**config.mk**
```make
export PLATFORM = sky130hd
export DESIGN_NAME = oas_dec
export DESIGN_NICKNAME = d
export VERILOG_FILES = /design/src/rtl/core/oas_pkg.sv /design/src/rtl/core/oas_dec.sv
export SDC_FILE = /design/constraint.sdc
export NUM_CORES = 1
export LEC_CHECK = 0
export BUFFER_PORTS_ARGS = -buffer_cell sky130_fd_sc_hd__buf_2
export CORE_UTILIZATION = 25
export DETAILED_ROUTE_END_ITERATION = 10
export PLACE_DENSITY = 0.56
export SLEW_MARGIN = 20
export SYNTH_ARGS = -nofsm -noshare
export SYNTH_HDL_FRONTEND = slang
export SYNTH_SLANG_ARGS = --single-unit
```
**constraint.sdc**
```tcl
create_clock -name vclk -period 4.9
set_input_delay 0.98 -clock vclk [all_inputs]
set_output_delay 0.98 -clock vclk [all_outputs]
set_load 0.01 [all_outputs]
```
**src/rtl/core/oas_pkg.sv**
```systemverilog
// ----------------------------------------------------------------------------
// oas_pkg
// Types and sizes shared by the ordered array sequence cells, decoder and top.
// ----------------------------------------------------------------------------
package oas_pkg;

  localparam int CAPACITY   = 64;
  localparam int DATA_WIDTH = 32;

  // Fixed field widths of the request and response words.
  localparam int OPC_W  = 3;
  localparam int POS_FW = 7;
  localparam int VAL_FW = 32;
  localparam int CNT_FW = 7;

  // Cell index and internal count widths.
  localparam int IDX_W = $clog2(CAPACITY);
  localparam int CNT_W = $clog2(CAPACITY + 1);
  localparam int CMP_W = (CNT_W > POS_FW) ? CNT_W : POS_FW;

  // The last code has no meaning and is ignored by the store.
  typedef enum logic [OPC_W-1:0] {
    OP_READ    = 3'd0,
    OP_INS_FRT = 3'd1,
    OP_INS_REA = 3'd2,
    OP_INS_POS = 3'd3,
    OP_DEL_FRT = 3'd4,
    OP_DEL_REA = 3'd5,
    OP_DEL_POS = 3'd6,
    OP_RSVD    = 3'd7
  } opcode_t;

  typedef enum logic [1:0] {
    ST_OK    = 2'd0,
    ST_RANGE = 2'd1,
    ST_FULL  = 2'd2,
    ST_EMPTY = 2'd3
  } status_t;

  typedef struct packed {
    opcode_t           opcode;
    logic [POS_FW-1:0] position;
    logic [VAL_FW-1:0] value;
  } oas_req_t;

  typedef struct packed {
    logic [VAL_FW-1:0] read_value;
    logic [CNT_FW-1:0] count;
    status_t           status;
  } oas_rsp_t;

  // Control broadcast to every cell of the chain.
  typedef struct packed {
    logic                  ins;
    logic                  del;
    logic [IDX_W-1:0]      at;
    logic [DATA_WIDTH-1:0] wdata;
    logic [IDX_W-1:0]      rd_idx;
  } cell_ctl_t;

  // Per-operation outcome from the decoder.
  typedef struct packed {
    logic             rd_en;
    status_t          status;
    logic [CNT_W-1:0] count_next;
  } oas_dec_t;

endpackage

```
**src/rtl/core/oas_dec.sv**
```systemverilog
// ----------------------------------------------------------------------------
// oas_dec
// Decodes one request against the current count: range checks, status, the
// new count and the shift control for the cell chain.
// ----------------------------------------------------------------------------
module oas_dec
  import oas_pkg::*;
(
  input  oas_req_t         req,
  input  logic [CNT_W-1:0] count,
  output cell_ctl_t        ctl,
  output oas_dec_t         dec
);

  logic [CMP_W-1:0] cnt_c;
  logic [CMP_W-1:0] pos_c;
  logic [CMP_W-1:0] at_c;

  assign cnt_c = CMP_W'(count);
  assign pos_c = CMP_W'(req.position);

  always_comb begin
    at_c           = '0;
    ctl.ins        = 1'b0;
    ctl.del        = 1'b0;
    ctl.wdata      = req.value[DATA_WIDTH-1:0];
    ctl.rd_idx     = req.position[IDX_W-1:0];
    dec.rd_en      = 1'b0;
    dec.status     = ST_OK;
    dec.count_next = count;
    unique case (req.opcode) inside
      OP_READ: begin
        if (pos_c < cnt_c) begin
          dec.rd_en = 1'b1;
        end else begin
          dec.status = ST_RANGE;
        end
      end
      OP_INS_FRT, OP_INS_REA, OP_INS_POS: begin
        if (cnt_c >= CMP_W'(CAPACITY)) begin
          dec.status = ST_FULL;
        end else begin
          if (req.opcode == OP_INS_FRT) begin
            at_c = '0;
          end else if (req.opcode == OP_INS_REA) begin
            at_c = cnt_c;
          end else begin
            at_c = pos_c;
          end
          if (at_c > cnt_c) begin
            dec.status = ST_RANGE;
          end else begin
            ctl.ins        = 1'b1;
            dec.count_next = count + CNT_W'(1);
          end
        end
      end
      OP_DEL_FRT, OP_DEL_REA, OP_DEL_POS: begin
        if (count == '0) begin
          dec.status = ST_EMPTY;
        end else begin
          if (req.opcode == OP_DEL_FRT) begin
            at_c = '0;
          end else if (req.opcode == OP_DEL_REA) begin
            at_c = cnt_c - CMP_W'(1);
          end else begin
            at_c = pos_c;
          end
          if (at_c >= cnt_c) begin
            dec.status = ST_RANGE;
          end else begin
            ctl.del        = 1'b1;
            dec.count_next = count - CNT_W'(1);
          end
        end
      end
      default: begin
      end
    endcase
    ctl.at = at_c[IDX_W-1:0];
  end

endmodule

```
* Yosys cells after proc, flatten, opt, wreduce, memory -nomap -nowiden
Cells that the tools add are included.
** Cells by class
- Add/subtract/negate cells :: 2
- Order comparisons :: 4
- Eq/ne operators :: 6
- Mux-type cells :: 30
- Reduce and logical (&&, ||, !) cells :: 4
** Operator list (count)
- 2-to-1 mux 7 bit :: 12
- one-hot mux 7 bit (2 select lines) :: 1
- 2-to-1 mux 6 bit :: 2
- one-hot mux 6 bit (2 select lines) :: 1
- 2-to-1 mux 1 bit :: 11
- equality test 3 bit, second input constant :: 3
- adder 7 x 1 -> 7 bit, second input constant :: 1
- >= comparator 7 bit :: 1
- >= comparator 7 bit, second input constant :: 1
- > comparator 7 bit :: 1
- zero test 7 bit :: 1
- < comparator 7 bit :: 1
- subtractor 7 x 1 -> 7 bit, second input constant :: 1
- equality test 3 x 2 -> 1 bit, second input constant :: 2
- one-hot mux 2 bit (3 select lines) :: 1
- OR reduction 3 bit :: 2
- 2-to-1 mux 2 bit :: 2
- equality test 3 x 1 -> 1 bit, second input constant :: 1
- zero test 3 bit :: 1
** Word-level totals
- Register bits :: 0
- Input bits :: 49
- Output and inout port bits :: 56
- Word-level logic and storage cells :: 46

* Depth between registers and ports, before layout
Gate-level depths: netlist of run 1.
- Word-level depth :: 9
- Depth in mapped cells :: 14
- Mapped depth without buffers :: 13

* Worst setup path before layout of run 1
OpenSTA, ideal clock, no wires.
- Kind :: input port to output port
- Start :: in count[2]
- End :: out dec[1] in the netlist's numbering
- Data arrival time :: 3.350 ns
- Data required time :: 3.920 ns
- Path slack :: 0.570 ns
- Stages on the path :: 14
- Buffers on the path :: 1
- Cells stage by stage :: buf_4 inv_1 nand3_1 or3_1 xnor2_1 o21a_1 inv_1 ha_1 nand4_1 and3_1 o21ai_2 o21ai_2 o211ai_2 a221o_1
** RTL lines
- start, declared :: RTL line oas_dec.sv:10 : input logic [CNT_W-1:0] count,
- end, declared :: RTL line oas_dec.sv:12 : output oas_dec_t dec

==> flow_summary.json, run 1 <==
{
  "run_status": "finished clean",
  "crit_slowest_cell": "a221o_1",
  "finalNonFillerCells": 307,
  "die_w_um": 81.73,
  "max_cap_violations": 0,
  "rsz0062_at_grt": "false",
  "io_buffers": 41,
  "dieArea_mm2": 0.006679,
  "rows": 28,
  "vias": 1650,
  "n_sequential_cell": 0,
  "antenna_found_initial": 0,
  "start_util_pct": 26.37,
  "endpoint": "dec[1]",
  "critical_path_peak_fanout": 10,
  "grt_pass1_vias": 1466,
  "drt_iter0_drc": 121,
  "drtPass1Iterations": 4,
  "finalMaxSlewViolations": 0,
  "yosys-top-cells-area": "buf_4 (18%), ha_1 (18%), nand2_1 (5.7%), a21oi_1 (5.0%), xnor2_1 (5.0%)",
  "critical-path-max-stage-delay_ns": 0.36,
  "dp.final_hpwl_um": 3894,
  "grt_pass1_wl_um": 7410,
  "cp.buffers_inverters": 3,
  "core_area_mm2": 0.006026,
  "post_cts_buffers": 0,
  "hold_path.class": "primary input to output pin",
  "yosysSeqAreaShare_pct": 0,
  "fillers": 702,
  "regArea_um2": 0,
  "power.density_mw_per_mm2": 109.4,
  "grtUsageTotal_pct": 13.97,
  "path_depth": 15,
  "grt_max_degree": 14,
  "power_w": 0.0001736,
  "ctsHoldBuffers": 0,
  "synthCells": 234,
  "p_leak_nw": 0.7463,
  "synth_area_per_cell_um2": 6.791,
  "ir_drop_uv": 53.21,
  "synth_top_area_share_pct": 18.43,
  "diodes": 0,
  "startpoint": "count[1]",
  "drt_wl_total_um": 4722,
  "wl_per_cell_um": 15.38,
  "placed_cells": 307,
  "ctsResizeCount": 0,
  "tightest_slew_ns": 0.4639,
  "nets": 306,
  "synth.net_count": 306,
  "netlist_area_mm2": 0.001589,
  "syn_to_final_growth_pct": -0.1576,
  "drive_above_1_share_pct": 24.14,
  "max_freq_mhz": 213.0,
  "setup_viol": 0,
  "period_share_pct": 95.81,
  "relSlewSlack_pct": 68.96,
  "fin_setup_tns_ns": 0,
  "worstSetupStartpointType": "primary input",
  "final_hold_viol_count": 0,
  "vias_per_cell": 5.375,
  "fp.dieH_um": 81.73,
  "crit_family": "compound AO/OA/AOI/OAI gates",
  "ant_nets": 0,
  "arrival_ns": 3.71,
  "synth.largest_area_cell": "buf_4",
  "drc_errors": 0,
  "ys_types": 51,
  "ys_warn_count": 0,
  "num_io_pins": 105,
  "gp_congestion": 0.8968,
  "grt_overflow": 0,
  "crit_type": "primary input to output pin",
  "path_cells": "buf_2, inv_2, ha_2, and2_1, nand2_1, xnor2_1, o21ai_0, ha_1, a21oi_1, and3_1, o21ai_2, o21ai_2, o211ai_2, a221o_1, buf_2",
  "period_minus_slack_ns": 4.695,
  "critPathCaptureType": "output pin",
  "min_from": "req[4]",
  "worstPathRequired_ns": 3.92,
  "timing.hold.ws_ns": 1.960,
  "clkbuf_count": 0
}
==> worst min path at each step <==
stage	end	cells after the start	slack [ns]
after floorplan	ctl[0]	1	2.05
after global placement	ctl[13]	0	1.96
after detailed placement	ctl[13]	0	1.96
after CTS	ctl[13]	0	1.96
after global routing	ctl[12]	0	1.96
final	ctl[10]	0	1.96
==> synth_stat cells, types with 2 or more instances <==
cell,instances
xnor2_1,9
nand4_1,7
and3_1,2
clkbuf_1,4
ha_1,23
nor2b_1,9
o21a_1,2
nand2_1,24
buf_4,39
o21ai_2,2
inv_1,11
a21oi_1,16
nand3b_1,2
o22ai_1,2
o211ai_1,2
a21o_1,4
nor3_1,4
nand3_1,5
nor2_1,13
nand2b_1,6
and2_1,2
o2bb2ai_1,3
o21ai_0,14
clkbuf_2,2
==> cells by family after synthesis <==
logic type	count (synthesis)	share of synthesized area [%]
buffers and inverters	58	23.62
adders and majority gates	23	18.11
and+or+nand+nor	82	26.85
AOI/OAI and AO/OA	62	26.46
xor gates and xnor gates	9	4.961
==> cells in the final DEF (no fill, tap or decap), types with 3 or more instances in the layout <==
| cell type | Yosys | final |
|---|---|---|
| inv_1 | 11 | 10 |
| nor3_1 | 4 | 4 |
| nand2b_1 | 6 | 6 |
| nor2_1 | 13 | 13 |
| buf_4 | 39 | 4 |
| a21oi_1 | 16 | 16 |
| nand4_1 | 7 | 7 |
| xnor2_1 | 9 | 9 |
| nand3_1 | 5 | 5 |
| nor2b_1 | 9 | 9 |
| o2bb2ai_1 | 3 | 3 |
| buf_2 | 1 | 41 |
| ha_1 | 23 | 22 |
| nand2_1 | 24 | 24 |
| o21ai_0 | 14 | 14 |
| a21o_1 | 4 | 4 |
==> metal layers <==
metal	global-route usage [%]	vias to the layer above	part of all wire, %
met2	22.40	72	42
met3	0.7778	14	7.6
met5	0	-	0
met1	20.20	771	48
met4	3.158	0	1.8
li1	-	793	-
==> metrics by stage <==
step,util [%],setup slack (ns),instance area (µm²)
final,26.33,0.2052,1587
after global routing,26.33,0.03909,1587
after CTS,26.29,0.1042,1584
after detailed placement,26.29,0.1189,1584
after global placement,26.29,0.2527,1584
after floorplan,-,0.5702,1589
==> area by class of cell <==
| type | instances | area, µm² | area share, % |
|---|---|---|---|
| multi-input combinational | 176 | 1216 | 76.66 |
| inverter | 11 | 41.29 | 2.603 |
| timing repair buffer | 45 | 235.2 | 14.83 |
| tap | 75 | 93.84 | 5.915 |
==> report_power, final <==
part | switching, W | total (W) | internal, W | leakage, nW
Sequential | 0 | 0 | 0 | 0
Clock | 0 | 0 | 0 | 0
Combinational | 0.000106 | 0.000174 | 0.0000672 | 0.746
No activity file was read; power rests on OpenSTA's default activity.
==> inputs of run 2 (changes only) <==
Settings changed: BUFFER_PORTS_ARGS -buffer_cell sky130_fd_sc_hd__buf_2 to -buffer_cell sky130_fd_sc_hd__buf_4.
==> run 2 against run 1 <==
  * Via count shrank 3.0%
  * First-iteration DRC count shrank 8.3%
  * Count of clock-buffer cells in the layout unchanged
  * Final cell count is 0.98% lower
  * Largest power group unchanged
  * Cell area up 5.9%
  * Setup slack worse by 0.051 ns
==> flow_summary.json, run 2 (synthesized netlist as in run 1, its figures left out) <==
{
  "run_status": "finished clean",
  "arrival_ns": 3.77,
  "antenna_found_initial": 0,
  "drive_above_1_share_pct": 23.14,
  "syn_to_final_growth_pct": 5.748,
  "dr_wl_met3_um": 342,
  "dr_wl_met2_um": 2080,
  "period_share_pct": 96.85,
  "power.density_mw_per_mm2": 110.8,
  "dieArea_mm2": 0.006679,
  "num_io_pins": 105,
  "fillers": 692,
  "layout_commonest_cell": "buf_4",
  "critical-path-max-stage-delay_ns": 0.39,
  "post_cts_buffers": 0,
  "fin_setup_tns_ns": 0,
  "gp_congestion": 0.8603,
  "drc_errors": 0,
  "final_cell_mix": "buf_4 (42), nand2_1 (24), ha_1 (22)",
  "finalNonFillerCells": 304,
  "die_w_um": 81.73,
  "drt_wl_total_um": 4745,
  "p_leak_nw": 0.7580,
  "crit_type": "primary input to output pin",
  "critPathCaptureType": "output pin",
  "max_freq_mhz": 210.7,
  "relSlewSlack_pct": 67.09,
  "vias": 1601,
  "dp.final_hpwl_um": 3856,
  "path_cells": "buf_4, inv_1, nand3_1, or3_1, xnor2_1, o21a_1, inv_1, ha_1, nand4_1, and3_1, o21ai_2, o21ai_2, o211ai_2, a221o_1, buf_4",
  "vias_per_cell": 5.266,
  "n_sequential_cell": 0,
  "fp.dieH_um": 81.73,
  "rows": 28,
  "diodes": 0,
  "grt_max_degree": 14,
  "drtPass1Iterations": 4,
  "wl_met1_um": 2237,
  "worstPathRequired_ns": 3.92,
  "placed_cells": 304,
  "ctsHoldBuffers": 0,
  "grt_overflow": 0,
  "tightest_slew_ns": 0.4918,
  "critical_path_peak_fanout": 10,
  "highest_layer": "met4",
  "wl_per_cell_um": 15.61,
  "drt_iter0_drc": 111,
  "finalMaxSlewViolations": 0,
  "io_buffers": 41,
  "clkbuf_count": 0,
  "power_w": 0.0001861,
  "rsz0062_at_grt": "false",
  "final_hold_viol_count": 0,
  "grt_pass1_wl_um": 7672,
  "period_minus_slack_ns": 4.746,
  "hold_path.class": "primary input to output pin",
  "crit_slowest_cell": "or3_1",
  "core_area_mm2": 0.006026,
  "worstSetupStartpointType": "primary input",
  "ant_nets": 0,
  "regArea_um2": 0,
  "grt_pass1_vias": 1565,
  "grtUsageTotal_pct": 14.43,
  "setup_viol": 0,
  "ir_drop_uv": 43.60,
  "start_util_pct": 26.37,
  "nets": 303,
  "max_cap_violations": 0
}
[run 2: area by class of cell]
type | count | area [µm²] | share of cell area, %
multi-input cells | 176 | 1226 | 72.97
well taps | 75 | 93.84 | 5.585
inverters | 11 | 45.04 | 2.681
repair buffers | 42 | 315.3 | 18.76
[run 2: power by group]
part / total (W) / internal (W) / switching (W)
registers: 0 / 0 / 0
logic: 0.000186 / 0.0000796 / 0.000107
clock network: 0 / 0 / 0
[run 2: final timing paths]
| check | from | to | slack, ns | depth (start not counted) |
|---|---|---|---|---|
| worst max-delay path | count[0] | dec[1] | 0.15 | 15 |
| worst min-delay path | req[4] | ctl[10] | 1.96 | 0 |
[run 2: what timing repair did]
action / CTS / global route
setup endpoints to repair: 0 / 1
hold endpoints to repair: 0 / 0
gates resized for setup: 0 / 3
[run 2: per-layer routing]
layer	global-route usage, %	up-vias
met3	0.8889	16
li1	-	782
met1	20.39	736
met5	0	-
met2	23.55	67
met4	3.509	0
[run 2: through the flow]
| step | worst slack [ns] | area (µm²) | util (%) | hold WS (ns) |
|---|---|---|---|---|
| after floorplan | 0.5702 | 1589 | - | 2.052 |
| after global placement | 0.2517 | 1664 | 27.62 | 1.960 |
| after detailed placement | 0.1434 | 1664 | 27.62 | 1.960 |
| after CTS | 0.1352 | 1664 | 27.62 | 1.960 |
| after global routing | 0.02446 | 1680 | 27.89 | 1.960 |
| final | 0.1542 | 1680 | 27.89 | 1.960 |
[run 2: worst max-delay path: cells and delay by family]
kind,cells,cell delay (ns)
compound gates,5,0.98
simple gates,4,0.84
buf+inv,4,0.49
fa+ha+maj,1,0.31
xor+xnor,1,0.16
