## config.mk

```make
export PLATFORM = sky130hd
export DESIGN_NAME = oas_cell
export DESIGN_NICKNAME = d
export VERILOG_FILES = /design/src/rtl/core/oas_pkg.sv /design/src/rtl/core/oas_cell.sv
export SDC_FILE = /design/constraint.sdc
export NUM_CORES = 1
export LEC_CHECK = 0
export BUFFER_PORTS_ARGS = -buffer_cell sky130_fd_sc_hd__buf_2
export CAP_MARGIN = 15
export CORE_ASPECT_RATIO = 1.4
export CORE_MARGIN = 2
export CORE_UTILIZATION = 42
export DETAILED_ROUTE_END_ITERATION = 6
export PLACE_DENSITY = 0.87
export SLEW_MARGIN = 5
export SYNTH_ARGS = -nofsm -noshare
export SYNTH_HDL_FRONTEND = slang
export SYNTH_SLANG_ARGS = --single-unit
```

## constraint.sdc

```tcl
create_clock -name clk -period 6.27 [get_ports clk]
set_input_delay 0.3135 -clock clk [delete_from_list [all_inputs] [get_ports clk]]
set_output_delay 0.3135 -clock clk [all_outputs]
set_load 0.005 [all_outputs]
```

## src/rtl/core/oas_pkg.sv

```systemverilog
// ----------------------------------------------------------------------------
// oas_pkg
// Types and sizes shared by the ordered array sequence cells, decoder and top.
// ----------------------------------------------------------------------------
package oas_pkg;

  localparam int CAPACITY   = 64;
  localparam int DATA_WIDTH = 32;

  // Fixed field widths of the request and response words.
  localparam int OPC_W  = 3;
  localparam int POS_FW = 7;
  localparam int VAL_FW = 32;
  localparam int CNT_FW = 7;

  // Cell index and internal count widths.
  localparam int IDX_W = $clog2(CAPACITY);
  localparam int CNT_W = $clog2(CAPACITY + 1);
  localparam int CMP_W = (CNT_W > POS_FW) ? CNT_W : POS_FW;

  // The last code has no meaning and is ignored by the store.
  typedef enum logic [OPC_W-1:0] {
    OP_READ    = 3'd0,
    OP_INS_FRT = 3'd1,
    OP_INS_REA = 3'd2,
    OP_INS_POS = 3'd3,
    OP_DEL_FRT = 3'd4,
    OP_DEL_REA = 3'd5,
    OP_DEL_POS = 3'd6,
    OP_RSVD    = 3'd7
  } opcode_t;

  typedef enum logic [1:0] {
    ST_OK    = 2'd0,
    ST_RANGE = 2'd1,
    ST_FULL  = 2'd2,
    ST_EMPTY = 2'd3
  } status_t;

  typedef struct packed {
    opcode_t           opcode;
    logic [POS_FW-1:0] position;
    logic [VAL_FW-1:0] value;
  } oas_req_t;

  typedef struct packed {
    logic [VAL_FW-1:0] read_value;
    logic [CNT_FW-1:0] count;
    status_t           status;
  } oas_rsp_t;

  // Control broadcast to every cell of the chain.
  typedef struct packed {
    logic                  ins;
    logic                  del;
    logic [IDX_W-1:0]      at;
    logic [DATA_WIDTH-1:0] wdata;
    logic [IDX_W-1:0]      rd_idx;
  } cell_ctl_t;

  // Per-operation outcome from the decoder.
  typedef struct packed {
    logic             rd_en;
    status_t          status;
    logic [CNT_W-1:0] count_next;
  } oas_dec_t;

endpackage

```

## src/rtl/core/oas_cell.sv

```systemverilog
// ----------------------------------------------------------------------------
// oas_cell
// One entry of the sequence; shifts toward the rear on insert and toward the
// front on delete, taking data from its neighbors.
// ----------------------------------------------------------------------------
module oas_cell
  import oas_pkg::*;
(
  input  logic                  clk,
  input  logic [IDX_W-1:0]      idx,
  input  cell_ctl_t             ctl,
  input  logic [DATA_WIDTH-1:0] left,
  input  logic [DATA_WIDTH-1:0] right,
  output logic [DATA_WIDTH-1:0] word,
  output logic [DATA_WIDTH-1:0] rd_word
);

  logic [DATA_WIDTH-1:0] word_next;

  always_comb begin
    word_next = word;
    if (ctl.ins) begin
      if (idx > ctl.at) begin
        word_next = left;
      end else if (idx == ctl.at) begin
        word_next = ctl.wdata;
      end
    end else if (ctl.del && (idx >= ctl.at)) begin
      word_next = right;
    end
  end

  always_ff @(posedge clk) begin
    word <= word_next;
  end

  assign rd_word = (idx == ctl.rd_idx) ? word : '0;

endmodule

```

# --- After elaboration in Yosys (flattened, before gate mapping) ---
# Index checks and enable logic that the tools add are counted.
totals:
  regBits: 32
  input_bits: 117
  output_inout_bits: 64
classes:
  magnitude_cmp: 2
  n_eq_ne: 3
  n_mux: 5
  reduce_logical: 3
op_table:
  columns: ["op", "n"]
  rows:
  - ["two-way mux 32 bit", 5]
  - ["== test 6 bit", 2]
  - ["greater-or-equal comparator 6 bit", 1]
  - ["greater-than comparator 6 bit", 1]
  - ["inequality test 3 x 1 -> 1 bit, second input constant", 1]
  - ["AND reduction 2 bit", 1]
  - ["nonzero test 2 bit", 1]
  - ["logical AND 1 bit", 1]

# --- Depth between registers and ports, before layout ---
# Gate-level depths: netlist of run 1.
logic_depth:
  ltp_word: 4
  mapped_depth: 7
  mapped_depth_nobuf: 6

# --- Least setup slack after synthesis of run 1 ---
# Ideal clock, no wire load.
synth_timing:
  path_type: "input-to-reg"
  startpoint: "input port ctl[43] in the netlist's numbering"
  endpoint: "register word[0], enable pin"
  setup_ns: 0.391
  arrival_time_ns: 1.803
  setup_slack_ns: 4.076
  path_stages: 6
  n_path_buf: 0
  path_cell_list: "inv_1 -> ha_1 -> nand2_1 -> o21a_1 -> o21ai_0 -> o21a_1"
synth_between:
  elab_chain_len: 4
  elab_cells_between_ends: 7
synth_lines:
  columns: ["element", "line", "rtl"]
  rows:
  - ["start, declared", "oas_cell.sv:11", "input cell_ctl_t ctl,"]
  - ["greater-or-equal comparator 6 bit", "oas_cell.sv:28", "end else if (ctl.del && (idx >= ctl.at)) begin"]
  - ["logical AND 1 bit", "oas_cell.sv:28", null]
  - ["nonzero test 2 bit (no line)", null, null]
  - ["AND reduction 2 bit (no line) *", null, null]
  - ["end signal, assigned", "oas_cell.sv:34", "word <= word_next;"]
  - ["end, declared", "oas_cell.sv:14", "output logic [DATA_WIDTH-1:0] word,"]
# Every way passes the cells marked *; elsewhere a longest branch is shown, timed or not.
# A chain may end at the register's enable or synchronous reset.

# --- Worst setup path after layout of run 1 ---
layout_timing:
  startpoint: "input port idx[5]"
  endpoint: "register word[16] (data pin)"
layout_between:
  elab_chain_len: 3
layout_lines:
  columns: ["element", "line", "rtl"]
  rows:
  - ["start, declared", "oas_cell.sv:10", "input logic [IDX_W-1:0] idx,"]
  - ["greater-than comparator 6 bit", "oas_cell.sv:23", "if (idx > ctl.at) begin"]
  - ["two-way mux 32 bit", "oas_cell.sv:23", null]
  - ["two-way mux 32 bit", "oas_cell.sv:22", "if (ctl.ins) begin"]
  - ["net word_next[16]", "oas_cell.sv:18", "logic [DATA_WIDTH-1:0] word_next;"]
# The timed path passes the listed nets, and every way through them passes these cells.

==> results summary, run 1 <==
The flow ran to the end, and the final reports show no timing, DRC or antenna violations. The total global routing overflow came out at 0. The internal power is 487 uW. Summed over all layers, the routed wires come to 6.16 mm.

The number of nets at the end of the flow came out at about 490. The total net switching power came out at approximately 160 uW. The worst setup path is captured at a flop. The number of clock sinks came out at 32.

The vertical extent of the die is between 80 and 90 um. The transition at the pin with the smallest max-transition slack came out at 0.639 ns. After synthesis, the share of flip-flops with an asynchronous set or reset is 0. The tool flagged a number of max-cap violations equal to 0.

In the final routed layout, each cell accounts on average for 14.4 um. 181 I/O pins were placed. The total via count after detailed routing is 2,130.

The number of nets in the synthesized netlist came out at 308. The total power divided by cell area came out at 204 nW/um^2. The element type at the critical path start is a primary input. The type of the setup path with the least slack is primary input to flop. The leading register cell type out of synthesis is sky130_fd_sc_hd__edfxtp_1.

The pin count of the biggest net entering global routing is 37. The number of fill cells came out at 398. The first-pass GRT wire length came out at between 9 and 10 mm. The post-CTS setup repair buffer count is 0. Setup repair after global routing left no endpoint under its margin. The first TritonRoute pass finished after 4 iterations. The portion of total power attributed to the clock network is 0.292. The power share of the combinational group came out at 0.252. At the worst endpoint, the required time is 6.41 ns. TritonCTS built the clock tree. The growth of design area from synthesis to finish came out at 49.6%. The sequential cell area in the final layout came out at 961 sq um.

The tightest hold path in the finished design has a slack of 0.369 ns. In the synthesized netlist, the cells that appear most often are 32 x sky130_fd_sc_hd__and2_1, 32 x sky130_fd_sc_hd__edfxtp_1, 31 x sky130_fd_sc_hd__or2_2. The core box area is 4840 sq um.

The synthesized netlist cell count is 185. The number of CTS-inserted buffers is 5. The flip-flop count of the largest register, all copies and words added came out at 32. Counting flops per register, the top entry is word. The highest achievable clock rate came out at about 0.46 GHz. The number of hold-repair buffers added at the cts stage came out at 0. The count of pins over their slew limit is 0. The die outline area came out at 5640 sq um. The critical path goes through buf_2 > ha_1 > nand4_2 > o21bai_4 > a31oi_2 > buf_4 > o221a_1. The largest buffer count on any clock path is 2. The share of synthesized area in the top cell type comes to 0.453. The maximum ir drop on the vdd rail is between 0.1 and 0.15 mV. The starting utilization of the core area came out at 0.438. The largest individual stage delay along the critical path comes from the cell sky130_fd_sc_hd__a31oi_2.

The total number of placement rows is 30. The number of antenna repair diodes is 0. Of the total power, registers draw 0.456. From left edge to right edge, the die measures 64.1 um. Across every metal layer, demand over resource in global routing totals 0.207.

The final weighted congestion in routability-driven placement came out at between 0.8 and 0.9. At the worst endpoint, the arrival time is 2.30 ns. Of the total power, the share spent switching nets is 0.247. In the final layout, the share of cells above drive strength 1 is 0.624. The clock slew seen by the registers of the worst setup and hold paths is 0.07 ns. Yosys mapped a number of flops with a built-in enable equal to 32. The sum of negative setup slack came out at 0 ns.

The largest total area in the synthesized netlist belongs to sky130_fd_sc_hd__edfxtp_1. The number of levels the H-tree was split into came out at 2. The final-report setup violation count is 0. The final number of hold-violating endpoints came out at 0. The number of distinct library cell variants in the gate-level netlist after synthesis came out at 29. The sequential-to-total area share from yosys stat came out at 0.453. The largest registers in the layout are word (32). The number of input and output port buffers inserted is 180. The total of warnings raised by yosys came out at 0. The part of the cycle the worst path needs is 0.346. The post-CTS resize count came out at 0. The post-synthesis register bit count is 32. The count of antenna-violating nets left after detailed routing is 0. In the routed layout, each cell is associated on average with a via count of 4.98. For this run, the share of the core covered by cells in the final layout is 0.655.

The initial antenna violation count came out at 0. The synthesized area came out at 2120 sq um. The number of remaining DRC errors came out at 0. The number of global-route vias before repair came to around 2,000.

The DRC marker count from the first detailed-route iteration is 85. Averaged over all synthesized cells, the footprint is between 10 and 15 sq um. In the final layout, the multi-input gates occupy 1070 sq um. The half-perimeter wire length after detailed placement is 4.97 mm.

The final critical-path required period is 2.17 ns. The min-delay analysis places its worst path in the category primary input to flop. The tree is rooted in a sky130_fd_sc_hd__clkbuf_8. The worst pin sits at a relative slew slack of 0.573. In the post-synthesis netlist, the biggest area contributors are sky130_fd_sc_hd__edfxtp_1 45%, sky130_fd_sc_hd__o221a_1 16%, sky130_fd_sc_hd__and2_1 9.4%, sky130_fd_sc_hd__or2_2 9.1%, sky130_fd_sc_hd__ha_1 3.5%. The static power due to leakage came out at 1.56 nW. On the worst path, the slowest cell contributes a delay of 0.56 ns. Along the worst path, the maximum fanout reaches 19.
stage by stage:
stage                     power, mW  area, sq um  setup WS [ns]  instances
after floorplan               0.378         2120           4.08        185
after detailed placement      0.464         3060           3.85        420
after global routing          0.680         3170           3.96        428
final                         0.647         3170           4.10        428
after global placement        0.458         3060           3.93        420
after CTS                     0.653         3170           4.14        428
metal layers:
metal | up-vias | track usage | wire length (um)
li1 | 1048 | - | -
met1 | 978 | 0.232 | 2220
met2 | 99 | 0.387 | 3440
met3 | 5 | 0.0463 | 436
met4 | 0 | 0.0632 | 64
met5 | - | 0 | 0
final cells by class:
| type | instances | share of cell area |
|---|---|---|
| Clock inverter | 2 | 0.0110 |
| Inverter | 9 | 0.0107 |
| Timing Repair Buffer | 183 | 0.291 |
| Multi-Input combinational cell | 132 | 0.336 |
| Sequential cell | 32 | 0.303 |
| Tap cell | 64 | 0.0252 |
| Clock buffer | 6 | 0.0229 |
logic make-up after synthesis:
family / after synthesis / share of synthesized area
xor+xnor: 6 / 0.0248
fa+ha+maj: 6 / 0.0354
simple gates: 76 / 0.223
compound gates: 44 / 0.214
flops: 32 / 0.453
buf+inv: 21 / 0.0496
placed cells by master, fill, tap and decap left out:
master / netlist / layout
sky130_fd_sc_hd__o221a_1: 30 / 30
sky130_fd_sc_hd__xnor2_1: 4 / 4
sky130_fd_sc_hd__a31oi_2: 0 / 1
sky130_fd_sc_hd__o41ai_1: 1 / 1
sky130_fd_sc_hd__or2_2: 31 / 31
sky130_fd_sc_hd__clkbuf_1: 6 / 1
sky130_fd_sc_hd__xor2_1: 2 / 2
sky130_fd_sc_hd__o21a_1: 2 / 2
sky130_fd_sc_hd__nand4_2: 1 / 1
sky130_fd_sc_hd__nor3_1: 3 / 2
sky130_fd_sc_hd__nand2b_1: 2 / 2
sky130_fd_sc_hd__o221a_2: 1 / 1
sky130_fd_sc_hd__nand4_1: 1 / 1
sky130_fd_sc_hd__ha_1: 6 / 6
sky130_fd_sc_hd__clkinv_2: 0 / 1
sky130_fd_sc_hd__a211o_4: 1 / 1
sky130_fd_sc_hd__nor3_2: 0 / 1
sky130_fd_sc_hd__o21bai_4: 1 / 1
sky130_fd_sc_hd__and3_1: 1 / 1
sky130_fd_sc_hd__nor2_1: 1 / 1
sky130_fd_sc_hd__and3b_1: 1 / 1
sky130_fd_sc_hd__edfxtp_1: 32 / 32
sky130_fd_sc_hd__nor2b_1: 1 / 1
sky130_fd_sc_hd__buf_4: 0 / 3
sky130_fd_sc_hd__bufinv_16: 0 / 1
sky130_fd_sc_hd__inv_1: 9 / 9
sky130_fd_sc_hd__o32ai_1: 1 / 1
sky130_fd_sc_hd__buf_2: 3 / 180
sky130_fd_sc_hd__o21ai_0: 1 / 1
sky130_fd_sc_hd__a21oi_1: 5 / 5
sky130_fd_sc_hd__and2_1: 32 / 32
sky130_fd_sc_hd__nand2_1: 2 / 2
sky130_fd_sc_hd__clkbuf_8: 0 / 5
power by group through the flow:
stage                     clock [mW]  combinational, mW  sequential (mW)
after floorplan                    0             0.0752            0.302
after global placement             0              0.160            0.298
after detailed placement           0              0.164            0.300
after CTS                      0.193              0.165            0.296
after global routing           0.203              0.179            0.299
final                          0.189              0.163            0.295
worst paths after layout:
path              startpoint       end  slack, ns  cells past startpoint
hold / removal        ctl[8]   word[2]       0.37                      2
setup / recovery      idx[5]  word[16]       4.10                      7
worst max-delay path, delay by kind of cell:
family,cells,cell delay (ns)
AOI/OAI and AO/OA,3,1.02
adders and majority gates,1,0.32
buffers and inverters,2,0.47
and+or+nand+nor,1,0.16
No activity file was read; power rests on OpenSTA's default activity.
==> run 2: changes to the inputs <==
CORE_UTILIZATION = 39   (was 42)
PLACE_DENSITY = 0.82   (was 0.87)
clock period = 2.12 ns   (was 6.27 ns; I/O delays follow)
==> run 2 against run 1 <==
  * Via count up 0.52%
  * Die area up 7.3%
  * Routed wire length up 2.5%
  * Total power rose to 2.8 times the previous value
  * Flip-flop and latch count unchanged
  * Count of clock-buffer cells in the layout unchanged
  * Critical endpoint is now word[31]
  * Largest cell class unchanged
  * Highest routed layer unchanged
==> results summary, run 2 (synthesized netlist as in run 1, its figures left out) <==
Outcome: completed (unchanged). The data required time of the critical path came out at 2.14 ns (was 6.41 ns). The routed length per instance is 14.6 um (was 14.4 um). Ordered list of cells on the worst path: buf_2 > ha_1 > nand4_2 > o21bai_4 > a211o_4 > o221a_2 (was buf_2 > ha_1 > nand4_2 > o21bai_4 > a31oi_2 > buf_4 > o221a_1). The routed wire length came to 6.31 mm (was 6.16 mm). The initial antenna violation count came out at 0 (unchanged). The count of max-cap constraint violations was 0 (unchanged).

The share of layout cells above drive strength 1 is 0.626 (was 0.624). The total power divided by cell area is 567 nW/um^2 (was 204 nW/um^2). The total global routing overflow came out at 0 (unchanged). Most used cells in the layout excluding fill and tap cells: 180 x sky130_fd_sc_hd__buf_2, 32 x sky130_fd_sc_hd__and2_1, 32 x sky130_fd_sc_hd__edfxtp_1 (unchanged). The part of the cycle the worst path needs is 0.808.

The biggest fanout along the worst timing path is 31 (was 19). The static power due to leakage came out at 1.56 nW (about the same). The TritonCTS clock tree is built (unchanged). The number of CTS-inserted buffers came to 5 (unchanged). The buffer type at the clock tree root is sky130_fd_sc_hd__clkbuf_8 (unchanged).

The die outline area is 6050 sq um (was 5640 sq um). The count of pins over their slew limit came to 0 (unchanged). The post-CTS resize count came to 0 (unchanged). The number of primary I/O pins is 181 (unchanged).

The class of the tightest hold or removal check is primary input to flop (unchanged). The post-CTS setup repair buffer count is 0 (unchanged). The number of input and output port buffers inserted is 180 (unchanged). The first-pass GRT wire length came out at 9.63 mm (was 9.05 mm). The final weighted congestion in routability-driven placement was 0.866 (was 0.868). The power share of the combinational group came out at 0.274 (was 0.252). The number of antenna repair diodes came out at 0 (unchanged). The type of the setup path with the least slack was primary input to flop (unchanged). The element type at the critical path start is a primary input (unchanged).

Largest regs: word (32) (unchanged). The post-detailed-route via-to-cell ratio is 4.96 (was 4.98). The number of clock sinks came out at 32 (unchanged).

The number of hold-repair buffers added at the cts stage is 0 (unchanged). The clock slew seen by the registers of the worst setup and hold paths came to 0.07 ns (about the same). The final number of hold-violating endpoints is 0 (unchanged).

The overall global routing resource usage is 0.208 (was 0.207). The starting utilization of the core area is 0.408 (was 0.438). The number of nets at the end of the flow came out at 489 (was 486).

The slowest stage cell on the critical path is sky130_fd_sc_hd__a211o_4 (was sky130_fd_sc_hd__a31oi_2). The final critical-path required period is 1.71 ns. The pin count of the biggest net entering global routing is 36 (was 37). The die width is 66.3 um (was 64.1 um). The end-of-flow core utilization came to 0.609 (was 0.655).

The final-report setup violation count came out at 0 (unchanged). The vertical extent of the die is 91.3 um (was 88.1 um). The most frequent standard cell in the layout excluding fill and tap cells was sky130_fd_sc_hd__buf_2 (unchanged). The largest buffer count on any clock path came to 2 (unchanged).

The portion of total power attributed to the clock network came out at 0.238 (was 0.292). The sum of negative setup slack is 0 ns (unchanged). The number of iterations in the first detailed-routing pass came out at 4 (unchanged). The maximum ir drop on the vdd rail came to 0.353 mV (was 0.116 mV). The total via count after detailed routing was 2,141 (was 2,130).

The endpoint kind of the worst setup timing path is a flop (unchanged). The half-perimeter wire length after detailed placement came out at 5.14 mm (was 4.97 mm). The core box area is 5200 sq um (was 4840 sq um). The number of remaining DRC errors is 0 (unchanged). The flip-flop count of the largest register, all copies and words added came out at 32 (unchanged).

Timing would allow up to 0.584 GHz. The data arrival time of the worst path was 1.74 ns (was 2.30 ns). The fraction of power consumed by sequential logic came out at 0.488 (was 0.456). The count of antenna-violating nets left after detailed routing is 0 (unchanged). The headroom to the max-slew limit came out at 0.755 (was 0.573). The register bank with the most flops is word (unchanged). The DRC marker count from the first detailed-route iteration is 88 (was 85). The overall power consumption is 1.80 mW (was 647 uW). The number of global-route vias before repair came out at 2,071 (was 1,998). The total number of placement rows came to 31 (was 30).

RSZ-0062 raised after global routing: false (unchanged). The number of levels the H-tree was split into came out at 2 (unchanged). The transition at the pin with the smallest max-transition slack is 0.362 ns (was 0.639 ns).

The internal power was 1.32 mW (was 487 uW). The net switching fraction of the power is 0.264 (was 0.247). The number of fill cells is 458 (was 398). The growth of design area from synthesis to finish was 49.3% (was 49.6%).

The largest stage delay on the critical path was 0.48 ns (was 0.56 ns). The total net switching power is 474 uW (was 160 uW).
[run 2: final timing paths]
kind / start / to / slack (ns) / depth (start not counted)
worst min-delay path: ctl[24] / word[18] / 0.17 / 2
worst max-delay path: idx[5] / word[31] / 0.41 / 6
[run 2: metal layers]
metal / GRT usage / share of wire / vias to the layer above / routed length, um
met1: 0.240 / 0.37 / 969 / 2310
met4: 0.0731 / 0.021 / 0 / 131
met3: 0.0359 / 0.070 / 12 / 440
li1: - / - / 1055 / -
met5: 0 / 0 / - / 0
met2: 0.375 / 0.54 / 105 / 3430
[run 2: layout make-up]
cell class                      count  area, sq um  area share
Inverter                            9         33.8      0.0107
Tap cell                           66         82.6      0.0261
Timing Repair Buffer              186          946       0.299
Clock buffer                        6         72.6      0.0229
Clock inverter                      1         5.00     0.00158
Sequential cell                    32          961       0.303
Multi-Input combinational cell    132         1070       0.337
[run 2: stage by stage]
stage	hold slack (ns)	instances	cell area (sq um)	setup slack (ns)
2_1_floorplan	0.345	185	2120	0.133
4_1_cts	0.160	432	3170	0.427
3_5_place_dp	0.448	425	3090	0.141
3_3_place_gp	0.444	425	3090	0.174
6_report	0.166	432	3170	0.407
5_1_grt	0.159	432	3170	0.358
[run 2: power groups by stage]
stage / clock [mW] / combinational, mW / sequential, mW
final: 0.427 / 0.493 / 0.876
after global routing: 0.460 / 0.545 / 0.889
after CTS: 0.436 / 0.498 / 0.878
after detailed placement: 0 / 0.497 / 0.890
after global placement: 0 / 0.482 / 0.883
after floorplan: 0 / 0.223 / 0.894
[run 2: critical path: cells and delay by family]
family | cells | cell delay, ns
buffers and inverters | 1 | 0.12
AO/OA/AOI/OAI | 3 | 1.01
AND/OR/NAND/NOR | 1 | 0.16
adder cells (fa/ha/maj) | 1 | 0.33
==> run 3: changes to the inputs <==
CORE_UTILIZATION = 35   (was 39)
PLACE_DENSITY = 0.77   (was 0.82)
clock period = 1.5 ns   (was 2.12 ns; I/O delays follow)
==> run 3 against run 2 <==
  * Non-clock buffer count up 17
  * Worst setup slack got worse by 0.39 ns
  * Count of clock-buffer cells in the layout is the same
  * Sequential power rose by 40%
  * Highest routed layer unchanged
  * Via count is 5.9% higher
  * Critical endpoint is now word[12]
==> results summary, run 3 (synthesized netlist as in run 1, its figures left out) <==
The highest achievable clock rate is 0.674 GHz. The growth of design area from synthesis to finish is 72.7% (was 49.3%). The die outline area came to 6710 sq um (was 6050 sq um). The element type at the critical path start is a primary input (unchanged).

The final number of hold-violating endpoints came out at 0 (unchanged). The final-report setup violation count came to 0 (unchanged). The post-CTS setup repair buffer count is 0 (unchanged).

The starting utilization of the core area is 0.362 (was 0.408). The worst hold slack across all endpoints came to 0.131 ns (was 0.166 ns). The flip-flop count of the largest register, all copies and words added was 32 (unchanged). The biggest fanout along the worst timing path is 8 (was 31). The total via count after detailed routing came out at 2,267 (was 2,141).

The instance count along the most critical hold path came out at 2 (unchanged). The number of global-route vias before repair was 2,224 (was 2,071). The maximum ir drop on the vdd rail came out at 0.471 mV (was 0.353 mV).

The routed length per instance is 16.2 um (was 14.6 um). The number of remaining DRC errors is 0 (unchanged). The number of antenna repair diodes is 0 (unchanged).

Largest regs: word (32) (unchanged). The transition at the pin with the smallest max-transition slack is 0.307 ns (was 0.362 ns). The type of the setup path with the least slack is primary input to flop (unchanged).

The overall global routing resource usage came out at 0.207 (was 0.208). The multi-input gate area in the final layout was 1260 sq um (was 1070 sq um). The sum of negative setup slack was 0 ns (unchanged).

The final weighted congestion in routability-driven placement is 0.758 (was 0.866). The count of antenna-violating nets left after detailed routing came to 0 (unchanged). The count of max-cap constraint violations is 0 (unchanged). The clock slew seen by the registers of the worst setup and hold paths is 0.07 ns (about the same). The post-placement cell count came out at 444 (was 425). The routed wire length came out at 7.42 mm (was 6.31 mm). The number of nets at the end of the flow came out at 509 (was 489). Dividing the final minimum period by the clock period gives 0.989.

The number of hold-repair buffers added at the cts stage is 0 (unchanged). The data arrival time of the worst path came out at 1.63 ns (was 1.74 ns). The share of layout cells above drive strength 1 is 0.698 (was 0.626). The largest buffer count on any clock path came to 2 (unchanged). Outcome: completed (unchanged). The final critical-path required period came out at 1.48 ns. The DRC marker count from the first detailed-route iteration is 103 (was 88).

The number of input and output port buffers inserted is 180 (unchanged). The number of non-filler instances in the completed layout is 457 (was 432). The class of the tightest hold or removal check is primary input to flop (unchanged). The number of clock sinks came out at 32 (unchanged). The number of iterations in the first detailed-routing pass is 4 (unchanged). The register bank with the most flops is word (unchanged).

Most used cells in the layout excluding fill and tap cells: 171 x sky130_fd_sc_hd__buf_2, 32 x sky130_fd_sc_hd__edfxtp_1, 31 x sky130_fd_sc_hd__or2_2, 31 x sky130_fd_sc_hd__and2_1, 30 x sky130_fd_sc_hd__o221a_1 (was 180 x sky130_fd_sc_hd__buf_2, 32 x sky130_fd_sc_hd__and2_1, 32 x sky130_fd_sc_hd__edfxtp_1). The pin count of the biggest net entering global routing was 20 (was 36). The total global routing overflow came out at 0 (unchanged). The die width was 69.8 um (was 66.3 um). The half-perimeter wire length after detailed placement was 5.41 mm (was 5.14 mm). The number of primary I/O pins is 181 (unchanged). The vertical extent of the die came out at 96.1 um (was 91.3 um).

The setup slack after layout is 0.0159 ns (was 0.407 ns). The total power divided by cell area came out at 809 nW/um^2 (was 567 nW/um^2). The post-detailed-route via-to-cell ratio was 4.96 (about the same). The initial antenna violation count came to 0 (unchanged). The first-pass GRT wire length is 10.8 mm (was 9.63 mm). The number of fill cells is 499 (was 458). The data required time of the critical path was 1.65 ns (was 2.14 ns). The sequential cell area in the final layout came out at 961 sq um (unchanged). The number of CTS-inserted buffers is 5 (unchanged). The worst slack at placement is -0.381 ns (was 0.141 ns). The TritonCTS clock tree was built (unchanged). The most frequent standard cell in the layout excluding fill and tap cells is sky130_fd_sc_hd__buf_2 (unchanged).

The buffer type at the clock tree root is sky130_fd_sc_hd__clkbuf_8 (unchanged). RSZ-0062 raised after global routing: true (was false). The total number of placement rows came out at 33 (was 31). The headroom to the max-slew limit came to 0.795 (was 0.755).

The count of pins over their slew limit came out at 0 (unchanged). The endpoint kind of the worst setup timing path is a flop (unchanged). The core box area is 5860 sq um (was 5200 sq um). The number of levels the H-tree was split into is 2 (unchanged). The static power due to leakage came out at 1.74 nW (was 1.56 nW).
[run 3: cell count changes in the layout (fill, tap and decap cells not counted), sizes merged]
cell and change:
bufinv +1, buf +16, clkbuf +1, a211o +3
[run 3: path summary, 6_finish.rpt]
path / slack (ns) / endpoint / startpoint
min: 0.13 / word[2] / ctl[8]
max: 0.02 / word[12] / idx[3]
[run 3: layout make-up]
| class | instances | share of cell area |
|---|---|---|
| well taps | 70 | 0.0239 |
| flip-flops and latches | 32 | 0.262 |
| repair buffers | 203 | 0.326 |
| clock inverters | 2 | 0.00957 |
| multi-input cells | 135 | 0.343 |
| clock buffers | 6 | 0.0198 |
| inverters | 9 | 0.0147 |
[run 3: what timing repair did]
| item | 4_1_cts | 5_1_grt |
|---|---|---|
| pin swaps | 3 | 24 |
| gates resized for setup | 12 | 27 |
| gates cloned | 3 | 2 |
| setup endpoints to repair | 31 | 52 |
[run 3: per-stage QoR]
step | util | total power, mW | area [sq um]
after floorplan | - | 1.61 | 2210
after global placement | 0.567 | 2.03 | 3320
after detailed placement | 0.567 | 2.05 | 3320
after CTS | 0.599 | 2.93 | 3510
after global routing | 0.625 | 3.11 | 3660
final | 0.625 | 2.96 | 3660
[run 3: power by group]
part / total (mW) / switching, mW / internal [mW]
clock network: 0.821 / 0.328 / 0.493
registers: 1.23 / 0.0610 / 1.17
logic: 0.909 / 0.394 / 0.515
total: 2.96 / 0.783 / 2.18
[run 3: per-layer routing]
layer / global-route usage / share of wire
met5: 0 / 0
met4: 0.0673 / 0.016
met3: 0.0314 / 0.051
met2: 0.410 / 0.57
met1: 0.224 / 0.36
[run 3: worst max-delay path: stages]
cell and delay [ns]:
sky130_fd_sc_hd__buf_4 0.13, sky130_fd_sc_hd__ha_4 0.28, sky130_fd_sc_hd__a21oi_2 0.06, sky130_fd_sc_hd__o21a_4 0.25
sky130_fd_sc_hd__buf_6 0.13, sky130_fd_sc_hd__a31oi_4 0.31, sky130_fd_sc_hd__buf_6 0.21, sky130_fd_sc_hd__o221a_1 0.20
